`src/hdl/idl_pkg.sv`:
```
// ----------------------------------------------------------------------------
// idl_pkg - shared types and constants for the indexed insert/delete list
// Operation and status codes, cell command codes and fixed field widths.
// ----------------------------------------------------------------------------
package idl_pkg;

  // Fixed widths of the transaction fields
  localparam int OP_W      = 3;
  localparam int POS_W     = 5;
  localparam int ELEM_W    = 32;
  localparam int STAT_W    = 2;
  localparam int HELD_W    = 5;

  // Defaults for the top-level parameters
  localparam int DEF_CAPACITY   = 16;
  localparam int DEF_DATA_WIDTH = 32;

  typedef enum logic [OP_W-1:0] {
    OP_READ      = 3'd0,
    OP_INSERT    = 3'd1,
    OP_DELETE    = 3'd2,
    OP_PUSH_HEAD = 3'd3,
    OP_PUSH_END  = 3'd4
  } op_t;

  typedef enum logic [STAT_W-1:0] {
    ST_OK    = 2'd0,
    ST_FULL  = 2'd1,
    ST_RANGE = 2'd2,
    ST_EMPTY = 2'd3
  } status_t;

  // Command broadcast to every cell of the chain
  typedef enum logic [1:0] {
    CMD_HOLD   = 2'd0,
    CMD_INSERT = 2'd1,
    CMD_DELETE = 2'd2
  } cell_cmd_t;

  // Decoded control from the controller to the top level
  typedef struct packed {
    cell_cmd_t cmd;
    logic      rd_en;
    status_t   status;
  } ctrl_t;

endpackage

```
`src/hdl/idl_req_if.sv`:
```
// ----------------------------------------------------------------------------
// idl_req_if - request channel
// Carries one list operation per transaction with valid/ready handshake.
// ----------------------------------------------------------------------------
interface idl_req_if;
  import idl_pkg::*;

  logic              valid;
  logic              ready;
  logic [OP_W-1:0]   operation;
  logic [POS_W-1:0]  position;
  logic [ELEM_W-1:0] element;

  modport source (output valid, output operation, output position, output element,
                  input ready);
  modport sink   (input valid, input operation, input position, input element,
                  output ready);
endinterface

```
`src/hdl/idl_rsp_if.sv`:
```
// ----------------------------------------------------------------------------
// idl_rsp_if - response channel
// Carries one result per transaction with valid/ready handshake.
// ----------------------------------------------------------------------------
interface idl_rsp_if;
  import idl_pkg::*;

  logic              valid;
  logic              ready;
  logic [ELEM_W-1:0] read_value;
  logic [STAT_W-1:0] status;
  logic [HELD_W-1:0] entries_held;

  modport source (output valid, output read_value, output status, output entries_held,
                  input ready);
  modport sink   (input valid, input read_value, input status, input entries_held,
                  output ready);
endinterface

```
`src/hdl/indexed_insert_delete_list_unit.sv`:
```
// ----------------------------------------------------------------------------
// indexed_insert_delete_list_unit - ordered word list with indexed access
// Row of shift cells with a central controller and a registered response.
// ----------------------------------------------------------------------------
// The unit keeps up to CAPACITY words in order and completes one operation
// (read, insert, delete, push head, push end) per clock cycle as results are
// taken: every cell shifts, loads or holds in the same cycle, and the result
// is registered for the next cycle. A request is taken while the previous
// result waits in the response register as long as that result is taken in
// the same cycle. Rejected operations (full, empty, out of range) leave the
// list unchanged. The list is empty after reset; no clearing pass is needed.
module indexed_insert_delete_list_unit
  import idl_pkg::*;
#(
  parameter int CAPACITY   = DEF_CAPACITY,
  parameter int DATA_WIDTH = DEF_DATA_WIDTH
) (
  input logic       clk,
  input logic       rst,
  idl_req_if.sink   req,
  idl_rsp_if.source rsp
);

  localparam int IDX_W = $clog2(CAPACITY);
  localparam int CNT_W = $clog2(CAPACITY + 1);

  ctrl_t                 ctrl;
  logic [IDX_W-1:0]      cell_pos;
  logic [CNT_W-1:0]      count_next;
  logic [DATA_WIDTH-1:0] word;
  logic [DATA_WIDTH-1:0] cell_q [CAPACITY];
  logic                  accept;
  logic                  rsp_valid;
  logic [ELEM_W-1:0]     read_value;
  logic [STAT_W-1:0]     status;
  logic [HELD_W-1:0]     entries_held;

  // Take a new request when the response register is free or draining
  assign req.ready = !rsp_valid || rsp.ready;
  assign accept    = req.valid && req.ready;
  assign word      = DATA_WIDTH'(req.element);

  idl_ctrl #(
    .CAPACITY (CAPACITY),
    .IDX_W    (IDX_W),
    .CNT_W    (CNT_W)
  ) u_ctrl (
    .clk        (clk),
    .rst        (rst),
    .accept     (accept),
    .operation  (req.operation),
    .position   (req.position),
    .ctrl       (ctrl),
    .cell_pos   (cell_pos),
    .count_next (count_next)
  );

  // Build the chain of cells
  for (genvar i = 0; i < CAPACITY; i++) begin : g_cell
    logic [DATA_WIDTH-1:0] lower;
    logic [DATA_WIDTH-1:0] upper;
    if (i == 0) begin : g_first
      assign lower = word;
    end else begin : g_mid_lo
      assign lower = cell_q[i-1];
    end
    if (i == CAPACITY - 1) begin : g_last
      assign upper = cell_q[i];
    end else begin : g_mid_hi
      assign upper = cell_q[i+1];
    end
    idl_cell #(
      .DATA_WIDTH (DATA_WIDTH),
      .IDX_W      (IDX_W),
      .INDEX      (i)
    ) u_cell (
      .clk   (clk),
      .cmd   (ctrl.cmd),
      .pos   (cell_pos),
      .word  (word),
      .lower (lower),
      .upper (upper),
      .q     (cell_q[i])
    );
  end

  // Hold the result until the response transaction completes
  always_ff @(posedge clk) begin
    if (rst) begin
      rsp_valid <= 1'b0;
    end else if (accept) begin
      rsp_valid <= 1'b1;
    end else if (rsp.ready) begin
      rsp_valid <= 1'b0;
    end
  end

  // Capture the word at the checked read index, the status and the word count
  always_ff @(posedge clk) begin
    if (accept) begin
      read_value   <= ctrl.rd_en ? ELEM_W'(cell_q[cell_pos]) : '0;
      status       <= ctrl.status;
      entries_held <= HELD_W'(count_next);
    end
  end

  assign rsp.valid        = rsp_valid;
  assign rsp.read_value   = read_value;
  assign rsp.status       = status;
  assign rsp.entries_held = entries_held;

  a_no_drop: assert property (@(posedge clk) disable iff (rst)
    rsp_valid && !rsp.ready |=> rsp_valid)
    else $error("pending result lost");

  a_read_zero: assert property (@(posedge clk) disable iff (rst)
    accept && !ctrl.rd_en |=> read_value == '0)
    else $error("nonzero read value for a non-read result");

  a_reject_hold: assert property (@(posedge clk) disable iff (rst)
    accept && ctrl.status != ST_OK |-> ctrl.cmd == CMD_HOLD)
    else $error("rejected operation moved the cells");

endmodule

```
`src/hdl/idl_cell.sv`:
```
// ----------------------------------------------------------------------------
// idl_cell - one storage cell of the list chain
// Holds one word; on insert takes the word from its lower neighbor or the new
// word, on delete takes the word from its upper neighbor.
// ----------------------------------------------------------------------------
module idl_cell
  import idl_pkg::*;
#(
  parameter int DATA_WIDTH = DEF_DATA_WIDTH,
  parameter int IDX_W      = 4,
  parameter int INDEX      = 0
) (
  input  logic                  clk,
  input  cell_cmd_t             cmd,
  input  logic [IDX_W-1:0]      pos,
  input  logic [DATA_WIDTH-1:0] word,
  input  logic [DATA_WIDTH-1:0] lower,
  input  logic [DATA_WIDTH-1:0] upper,
  output logic [DATA_WIDTH-1:0] q
);

  localparam logic [IDX_W-1:0] MY_IDX = IDX_W'(INDEX);

  // Shift up, load, shift down or hold
  always_ff @(posedge clk) begin
    case (cmd)
      CMD_INSERT: begin
        if (MY_IDX > pos) begin
          q <= lower;
        end else if (MY_IDX == pos) begin
          q <= word;
        end
      end
      CMD_DELETE: begin
        if (MY_IDX >= pos) begin
          q <= upper;
        end
      end
      default: begin
        q <= q;
      end
    endcase
  end

endmodule

```
`src/hdl/idl_ctrl.sv`:
```
// ----------------------------------------------------------------------------
// idl_ctrl - list controller
// Decodes the operation, checks fullness, emptiness and range, owns the word
// count and broadcasts the cell command and index to the chain.
// ----------------------------------------------------------------------------
module idl_ctrl
  import idl_pkg::*;
#(
  parameter int CAPACITY = DEF_CAPACITY,
  parameter int IDX_W    = $clog2(CAPACITY),
  parameter int CNT_W    = $clog2(CAPACITY + 1)
) (
  input  logic             clk,
  input  logic             rst,
  input  logic             accept,
  input  logic [OP_W-1:0]  operation,
  input  logic [POS_W-1:0] position,
  output ctrl_t            ctrl,
  output logic [IDX_W-1:0] cell_pos,
  output logic [CNT_W-1:0] count_next
);

  localparam int CMP_W = (CNT_W > POS_W) ? CNT_W : POS_W;
  localparam logic [CNT_W-1:0] CAP_CNT = CNT_W'(CAPACITY);

  logic [CNT_W-1:0] count;
  logic [CMP_W-1:0] pos_ext;
  logic [CMP_W-1:0] cnt_ext;
  logic             full;
  logic             empty;
  ctrl_t            dec;

  assign pos_ext = CMP_W'(position);
  assign cnt_ext = CMP_W'(count);
  assign full    = (count == CAP_CNT);
  assign empty   = (count == '0);

  // Decode operation and check limits
  always_comb begin
    dec        = '{cmd: CMD_HOLD, rd_en: 1'b0, status: ST_OK};
    cell_pos   = pos_ext[IDX_W-1:0];
    count_next = count;
    case (op_t'(operation))
      OP_READ: begin
        if (empty) begin
          dec.status = ST_EMPTY;
        end else if (pos_ext >= cnt_ext) begin
          dec.status = ST_RANGE;
        end else begin
          dec.rd_en = 1'b1;
        end
      end
      OP_INSERT: begin
        if (full) begin
          dec.status = ST_FULL;
        end else if (pos_ext > cnt_ext) begin
          dec.status = ST_RANGE;
        end else begin
          dec.cmd    = CMD_INSERT;
          count_next = count + 1'b1;
        end
      end
      OP_DELETE: begin
        if (empty) begin
          dec.status = ST_EMPTY;
        end else if (pos_ext >= cnt_ext) begin
          dec.status = ST_RANGE;
        end else begin
          dec.cmd    = CMD_DELETE;
          count_next = count - 1'b1;
        end
      end
      OP_PUSH_HEAD: begin
        if (full) begin
          dec.status = ST_FULL;
        end else begin
          dec.cmd    = CMD_INSERT;
          cell_pos   = '0;
          count_next = count + 1'b1;
        end
      end
      OP_PUSH_END: begin
        if (full) begin
          dec.status = ST_FULL;
        end else begin
          dec.cmd    = CMD_INSERT;
          cell_pos   = count[IDX_W-1:0];
          count_next = count + 1'b1;
        end
      end
      default: begin
        dec = '{cmd: CMD_HOLD, rd_en: 1'b0, status: ST_OK};
      end
    endcase
  end

  // Gate the cell command with the handshake
  always_comb begin
    ctrl     = dec;
    ctrl.cmd = accept ? dec.cmd : CMD_HOLD;
  end

  // Advance the word count on each accepted transaction
  always_ff @(posedge clk) begin
    if (rst) begin
      count <= '0;
    end else if (accept) begin
      count <= count_next;
    end
  end

  a_count_bound: assert property (@(posedge clk) disable iff (rst)
    count <= CAP_CNT)
    else $error("word count above capacity");

  a_idle_hold: assert property (@(posedge clk) disable iff (rst)
    !accept |=> $stable(count))
    else $error("word count changed without a transaction");

  a_full_hold: assert property (@(posedge clk) disable iff (rst)
    accept && dec.status == ST_FULL |=> count == $past(count))
    else $error("rejected insert changed the count");

  a_delete_dec: assert property (@(posedge clk) disable iff (rst)
    accept && ctrl.cmd == CMD_DELETE |=> count == $past(count) - 1'b1)
    else $error("delete did not drop one word");

endmodule
```
`src/flat_wrapper.sv`:
```
// flat-port wrapper written by rule: the top's interface ports become plain ports
module indexed_insert_delete_list_unit_flat import idl_pkg::*;
#(
  parameter int CAPACITY   = DEF_CAPACITY,
  parameter int DATA_WIDTH = DEF_DATA_WIDTH
)
  (clk, rst, req_valid, req_operation, req_position, req_element, req_ready, rsp_valid, rsp_read_value, rsp_status, rsp_entries_held, rsp_ready);
  idl_req_if req_i ();
  idl_rsp_if rsp_i ();
  input logic clk;
  input logic rst;
  input wire logic [$bits(req_i.valid)-1:0] req_valid;
  input wire logic [$bits(req_i.operation)-1:0] req_operation;
  input wire logic [$bits(req_i.position)-1:0] req_position;
  input wire logic [$bits(req_i.element)-1:0] req_element;
  output wire logic [$bits(req_i.ready)-1:0] req_ready;
  output wire logic [$bits(rsp_i.valid)-1:0] rsp_valid;
  output wire logic [$bits(rsp_i.read_value)-1:0] rsp_read_value;
  output wire logic [$bits(rsp_i.status)-1:0] rsp_status;
  output wire logic [$bits(rsp_i.entries_held)-1:0] rsp_entries_held;
  input wire logic [$bits(rsp_i.ready)-1:0] rsp_ready;
  assign req_i.valid = req_valid;
  assign req_i.operation = req_operation;
  assign req_i.position = req_position;
  assign req_i.element = req_element;
  assign req_ready = req_i.ready;
  assign rsp_valid = rsp_i.valid;
  assign rsp_read_value = rsp_i.read_value;
  assign rsp_status = rsp_i.status;
  assign rsp_entries_held = rsp_i.entries_held;
  assign rsp_i.ready = rsp_ready;
  indexed_insert_delete_list_unit #(.CAPACITY(CAPACITY), .DATA_WIDTH(DATA_WIDTH)) u_core (.clk(clk), .rst(rst), .req(req_i), .rsp(rsp_i));
endmodule
```
`config.mk`:
```
export PLATFORM = sky130hd
export DESIGN_NAME = indexed_insert_delete_list_unit_flat
export DESIGN_NICKNAME = d
export VERILOG_FILES = /design/src/hdl/idl_pkg.sv /design/src/hdl/idl_req_if.sv /design/src/hdl/idl_rsp_if.sv /design/src/hdl/indexed_insert_delete_list_unit.sv /design/src/hdl/idl_cell.sv /design/src/hdl/idl_ctrl.sv /design/src/flat_wrapper.sv
export SDC_FILE = /design/constraint.sdc
export NUM_CORES = 2
export LEC_CHECK = 0
export ABC_AREA = 1
export BUFFER_PORTS_ARGS = -buffer_cell sky130_fd_sc_hd__buf_2
export CORE_ASPECT_RATIO = 0.6
export CORE_UTILIZATION = 40
export DETAILED_ROUTE_END_ITERATION = 7
export PLACE_DENSITY = 0.54
export SYNTH_ARGS = -nofsm -noshare
export SYNTH_HDL_FRONTEND = slang
export SYNTH_SLANG_ARGS = --single-unit
```
`constraint.sdc`:
```
create_clock -name clk -period 10.5 [get_ports clk]
set_input_delay 1.575 -clock clk [delete_from_list [all_inputs] [get_ports clk]]
set_output_delay 1.575 -clock clk [all_outputs]
set_load 0.05 [all_outputs]
```
=== Word level (Yosys, flattened, before mapping) ===
Cells that the tools add are included.

* Add/subtract/negate cells: 2
* Reductions and logical operators: 27
* Magnitude comparators: 34
* Muxes and demuxes: 92
* Equality and inequality tests: 52
* Bitwise gates (word level): 1

{| class="wikitable"
|+ Operators with widths
! cell !! count
|-
| 32-bit 2-to-1 mux || 49
|-
| 32-bit case mux with 2 select lines || 15
|-
| 32-bit binary-select mux with 4-bit select || 1
|-
| 3-bit inequality test (second input constant) || 15
|-
| 3-bit AND reduction || 15
|-
| 4-bit equality test (first input constant) || 8
|-
| 4-bit greater-than comparator (first input constant) || 8
|-
| 2-bit inequality test (second input constant) || 15
|-
| 4-bit >= comparator (first input constant) || 7
|-
| 5-bit 2-to-1 mux || 5
|-
| 3-bit by 4-bit equality test with 1-bit output (first input constant) || 4
|-
| 3-bit by 4-bit >= comparator with 1-bit output (first input constant) || 4
|-
| 3-bit by 4-bit greater-than comparator with 1-bit output (first input constant) || 4
|-
| 5-bit case mux with 3 select lines || 1
|-
| 2-bit 2-to-1 mux || 7
|-
| 2-bit case mux with 3 select lines || 2
|-
| 1-bit 2-to-1 mux || 9
|-
| 2-bit by 4-bit equality test with 1-bit output (first input constant) || 2
|-
| 1-bit by 4-bit >= comparator with 1-bit output (first input constant) || 2
|-
| 2-bit by 4-bit >= comparator with 1-bit output (first input constant) || 2
|-
| 1-bit by 4-bit greater-than comparator with 1-bit output (first input constant) || 2
|-
| 2-bit by 4-bit greater-than comparator with 1-bit output (first input constant) || 2
|-
| 4-bit 2-to-1 mux || 2
|-
| 4-bit case mux with 2 select lines || 1
|-
| 22 further kinds || 26
|}

* Word-level logic and storage cells: 229
* Bits of input ports: 44
* Register bits after elaboration: 557

=== Depth between registers and ports, before layout ===
* Depth after elaboration: 8
* Gate-level depth with buffers: 22
* Gate-level depth less buffers: 18

=== Hierarchy ===
A second synthesis with hierarchy kept.

* Cell total of the unflattened synthesis: 6030
* Area, all modules: 41433.5 um^2

{| class="wikitable"
|+ By module, submodules not included
! module !! area each (um^2) !! times used !! cells each
|-
| indexed_insert_delete_list_unit || 7511.0 || 1 || 1534
|-
| idl_cell (u_core.g_cell[6].u_cell) || 2337.2 || 1 || 281
|-
| idl_cell (u_core.g_cell[5].u_cell) || 2207.1 || 1 || 285
|-
| idl_cell (u_core.g_cell[12].u_cell) || 2190.9 || 1 || 283
|-
| idl_cell (u_core.g_cell[13].u_cell) || 2173.3 || 1 || 283
|-
| idl_cell (u_core.g_cell[4].u_cell) || 2128.3 || 1 || 281
|-
| idl_cell (u_core.g_cell[14].u_cell) || 2108.3 || 1 || 285
|-
| idl_cell (u_core.g_cell[10].u_cell) || 2104.5 || 1 || 283
|-
| idl_cell (u_core.g_cell[1].u_cell) || 2102.0 || 1 || 284
|-
| idl_cell (u_core.g_cell[9].u_cell) || 2102.0 || 1 || 283
|-
| idl_cell (u_core.g_cell[2].u_cell) || 2044.5 || 1 || 281
|-
| idl_cell (u_core.g_cell[3].u_cell) || 2042.0 || 1 || 279
|-
| idl_cell (u_core.g_cell[15].u_cell) || 2028.2 || 1 || 279
|-
| idl_cell (u_core.g_cell[7].u_cell) || 2023.2 || 1 || 279
|-
| 4 more rows || -- || -- || --
|}

=== Worst setup path before layout ===
Ideal clock, no wire load.

* Kind: input-to-reg
* From: input port req_position[4]
* To: register u_core.g_cell[10].u_cell.q[0] (enable)
* Data required time: 10.034 ns
* Arrival: 6.789 ns
* Slack: 3.246 ns
* Stages on the path: 15
* Cells stage by stage: ha_1 nand2_1 inv_1 nand4_1 nand3_1 inv_1 nand2_1 nor2_1 inv_1 ha_1 nor2_1 inv_1 a21oi_1 inv_1 o21ai_0

* Word-level cells in the longest chain between the ends: 8
* Elaborated cells between the ends (all ways): 14
* Classes of those cells: order compare: 2; eq/ne: 4; mux: 6; reduce/logical: 2

{| class="wikitable"
|+ RTL lines
! element !! RTL line !! source
|-
| start: declaration || flat_wrapper.sv:14 || <nowiki>input wire logic [$bits(req_i.position)-1:0] req_position;</nowiki>
|-
| 5-bit greater-than comparator or 5-bit >= comparator (tied branches) || idl_ctrl.sv:56, idl_ctrl.sv:66 ||
|-
| 1-bit 2-to-1 mux or 2-bit 2-to-1 mux (tied branches) || idl_ctrl.sv:56, idl_ctrl.sv:66 ||
|-
| 1-bit 2-to-1 mux or 2-bit 2-to-1 mux (tied branches) || idl_ctrl.sv:54, idl_ctrl.sv:64 ||
|-
| 2-bit case mux with 3 select lines * || idl_ctrl.sv:43 || <nowiki>case (op_t'(operation))</nowiki>
|-
| 2-bit 2-to-1 mux * || idl_ctrl.sv:100 || <nowiki>ctrl.cmd = accept ? dec.cmd : CMD_HOLD;</nowiki>
|-
| 2-bit by 1-bit equality test with 1-bit output or 2-bit equality test (tied branches) || idl_cell.sv:26 || <nowiki>case (cmd)</nowiki>
|-
| 3-bit inequality test (no line), or another cell as far along || -- ||
|-
| 3-bit AND reduction (no line) * || -- ||
|-
| end signal: assignment || idl_cell.sv:29 || <nowiki>q <= lower;</nowiki>
|-
| end signal: assignment || idl_cell.sv:31 || <nowiki>q <= word;</nowiki>
|-
| end signal: assignment || idl_cell.sv:36 || <nowiki>q <= upper;</nowiki>
|-
| end: declaration || idl_cell.sv:19 || <nowiki>output logic [DATA_WIDTH-1:0] q</nowiki>
|}

Mark *: on every way between the ends. The rest lies on a longest branch, timed or not.
A chain may end at the register's enable or synchronous reset.

=== Final worst setup path ===
* From: input port req_operation[0]
* To: register u_core.g_cell[5].u_cell.q[1], data pin

* Word-level cells in the longest chain between the ends: 6
* Elaborated cells between the ends (all ways): 13
* Classes of those cells: order compare: 1; eq/ne: 6; mux: 5; reduce/logical: 1

{| class="wikitable"
|+ RTL lines
! element !! RTL line !! source
|-
| start: declaration || flat_wrapper.sv:13 || <nowiki>input wire logic [$bits(req_i.operation)-1:0] req_operation;</nowiki>
|-
| branches (longest 5 deep; another with 3-bit by 4-bit greater-than comparator with 1-bit output) || -- ||
|-
| 32-bit case mux with 2 select lines * || idl_cell.sv:26 ||
|-
| end signal: assignment || idl_cell.sv:29 ||
|-
| end signal: assignment || idl_cell.sv:31 ||
|-
| end signal: assignment || idl_cell.sv:36 ||
|-
| end: declaration || idl_cell.sv:19 ||
|}

Mark *: on every way between the ends.

==> impl_metrics.env <==
export IMPL_status="finished clean"
export IMPL_cts_buffers_inserted=56
export IMPL_post_cts_setup_buffers=0
export IMPL_min_to="u_core.rsp.valid"
export IMPL_yosysWarnings=0
export IMPL_ys_seq_area_share_pct=49.06
export IMPL_nNetsFinal=4276
export IMPL_chipHeight_um=227.7
export IMPL_start_kind="primary input"
export IMPL_crit_top_cell="nand2_4"
export IMPL_totalWireLength_mm=133.1
export IMPL_multiInputGateArea_um2=13880
export IMPL_cts_sinks=557
export IMPL_finalMaxSlewViolations=0
export IMPL_drt_first_pass_iters=8
export IMPL_grt_max_degree=266
export IMPL_grt_usage_pct=30.30
export IMPL_finalHoldViolCount=0
export IMPL_wl_per_cell_um=24.64
export IMPL_yosys_area_top_type="edfxtp_1"
export IMPL_synth_top_area_share_pct=48.70
export IMPL_final_cell_mix="911 x nand2_1, 655 x o21ai_0, 551 x edfxtp_1, 531 x inv_1, 530 x nand3_1"
export IMPL_final_core_util_pct=43.78
export IMPL_rr_endpoint="u_core.g_cell[5].u_cell.q[1]"
export IMPL_seqCellArea_um2=16670
export IMPL_viasPerCell=5.877
export IMPL_hp_start="u_core.rsp.valid"
export IMPL_power_density_nw_per_um2=167.3
export IMPL_rr_startpoint="u_core.u_ctrl.cnt_ext[0]"
export IMPL_rows=82
export IMPL_avgSynthCellArea_um2=7.790
export IMPL_cap_viol_max_count=0
export IMPL_ys_ff_latch=557
export IMPL_place_ws_ns=4.086
export IMPL_postCtsHoldBufs=0
export IMPL_drtIter0Drc=4589
export IMPL_vias=31740
export IMPL_ys_types=37
export IMPL_skew_ns=0.01305
export IMPL_grt_overflow=0
export IMPL_peakVddDrop_mv=0.1176
export IMPL_cts_resized_gates=0
export IMPL_gp_congestion=0.9007
export IMPL_p_leak_nw=15.18
export IMPL_rrSetupSlack_ns=4.84
export IMPL_path_class="in -> reg"
export IMPL_syn_area_um2=33970
export IMPL_cp_data_arrival_time_ns=6.27
export IMPL_syn_to_final_growth_pct=8.025
export IMPL_portBuffers=84
export IMPL_tightest_slew_ns=1.272
export IMPL_clockBufferDepth=3
export IMPL_whs_path_depth=2
export IMPL_path_clk_slew_ns=0.07
export IMPL_antenna_left=0
export IMPL_fillers=8473
export IMPL_setup_tns_ns=0
export IMPL_syn_nets=4415
export IMPL_fin_crit_sh_pct=56.28
export IMPL_cts_root_buf="clkbuf_16"
export IMPL_synth_cells=4361
export IMPL_initial_utilization_pct=40.53
export IMPL_grt_antenna_before_repair=3
export IMPL_die_w_um=378.2
export IMPL_r2r_cells=13
export IMPL_ioPinCount=85
export IMPL_final_common_cell="nand2_1"
export IMPL_dp_hpwl_mm=76.63
export IMPL_worstSetupEndpointType="flip-flop"
export IMPL_htreeDepth=2
export IMPL_fmax_mhz=169.2
export IMPL_dieArea_um2=86140
export IMPL_rsz0062_at_grt="no"
export IMPL_hold_class="reg -> reg"
export IMPL_max_slew_margin_rel_pct=15.23
export IMPL_drive_gt1_share_pct=6.565
export IMPL_synth_area_leaders="edfxtp_1 49%, nand2_1 10%, o21ai_0 9.7%, nand3_1 7.8%, inv_1 5.9%"
export IMPL_core_area_um2=83820
export IMPL_cp_data_required_time_ns=10.86
export IMPL_worst_skew_pair_late_latency_ns=0.65
export IMPL_drc=0
export IMPL_crit_fanout=45
export IMPL_grt_pass1_wl_mm=194.2
export IMPL_finalSetupViolCount=0
export IMPL_cpMaxStageDelayCell="inv_2"
export IMPL_cts_tree="built"
export IMPL_crit_chain="buf_2 > nor2_1 > nand2_2 > nand2_4 > nand2_4 > nand2_1 > nand2_4 > clkinv_2 > buf_4 > nand2_2 > inv_2 > nand2_1 > nand3_1 > o21ai_0"
export IMPL_min_period_ns=5.909
export IMPL_setup_slack_ns=4.591
export IMPL_critPathMaxStageDelay_ns=1.18
export IMPL_grt_pass1_vias=28760
==> power breakdown <==
group / switching [mW] / internal [mW]
clock: 0.952 / 1.06
sequential: 0.0732 / 2.68
combinational: 1.03 / 0.341
==> metrics by stage <==
step | cell area, µm² | power (mW) | instances | hold slack (ns)
final | 36700 | 6.141 | 5401 | 0.5316
after global routing | 36700 | 6.373 | 5400 | 0.5718
after CTS | 36700 | 6.114 | 5399 | 0.5209
after detailed placement | 35010 | 4.132 | 5298 | 0.5045
after global placement | 35010 | 4.123 | 5298 | 0.5071
after floorplan | 33970 | 3.651 | 4361 | 0.5251
==> worst max-delay path by stage <==
stage / startpoint / end / slack (ns) / cells after the start
2_1_floorplan: req_position[4] / u_core.g_cell[10].u_cell.q[0] / 3.25 / 15
3_5_place_dp: req_operation[0] / u_core.g_cell[5].u_cell.q[1] / 4.09 / 14
5_1_grt: req_operation[0] / u_core.g_cell[5].u_cell.q[9] / 4.46 / 14
3_3_place_gp: req_operation[0] / u_core.g_cell[5].u_cell.q[6] / 4.16 / 14
6_report: req_operation[0] / u_core.g_cell[5].u_cell.q[1] / 4.59 / 14
4_1_cts: req_operation[0] / u_core.g_cell[5].u_cell.q[1] / 4.74 / 14
==> registers in the layout, summed over array words and instances (netlist names) <==
name and cells:
u_core.rsp.entries_held 5, u_core.rsp.status 2, u_core.g_cell.u_cell.q 512, u_core.rsp.read_value 32, u_core.rsp.valid 1, u_core.u_ctrl.cnt_ext 5
==> synth_stat cells, drive strengths merged <==
master and count:
o22ai 37, buf 145, nand4 5, o211ai 32, inv 551, nand3b 2
edfxtp 551, o21ai 780, o21bai 2, clkbuf 186, a31o 2, xor2 6
clkinv 35, ha 10, nor2 240, nand3 532, nand2 932, dfxtp 6
a21oi 211, or2 1, o221ai 61, a21o 1, nor3 33
==> routing by layer <==
layer  routed length (µm)  share of wire [%]  vias to the layer above  GRT usage [%]
met5                  220               0.17                        -          1.443
met4                 3594                2.7                       11          8.122
li1                     -                  -                    14500              -
met1                60590                 46                    15120          47.21
met2                51250                 39                     1929          39.72
met3                17400                 13                      183          8.768
==> kinds of logic (layout without fill, tap and decap cells) <==
| family | count (synthesis) | in the layout | share of synthesized area (%) |
|---|---|---|---|
| compound gates | 1126 | 1126 | 17.73 |
| fa+ha+maj | 10 | 10 | 0.3683 |
| flops | 557 | 557 | 49.06 |
| buf+inv | 917 | 821 | 10.81 |
| simple gates | 1745 | 1745 | 21.88 |
| other cells | 0 | 2 | 0 |
| xor+xnor | 6 | 6 | 0.1547 |
==> layout make-up <==
cell class / count / area share (%)
Antenna cell: 2 / 0.01364
Clock buffer: 70 / 4.019
Clock inverter: 31 / 0.5728
Inverter: 586 / 6.021
Multi-Input combinational cell: 2887 / 37.83
Sequential cell: 557 / 45.41
Tap cell: 1134 / 3.866
Timing Repair Buffer: 134 / 2.271
==> critical path: cells and delay by family <==
family	cells	cell delay (ns)
AO/OA/AOI/OAI	1	0.11
AND/OR/NAND/NOR	9	2.06
buffers and inverters	4	2.45
Power figures use the tool's default switching activity.
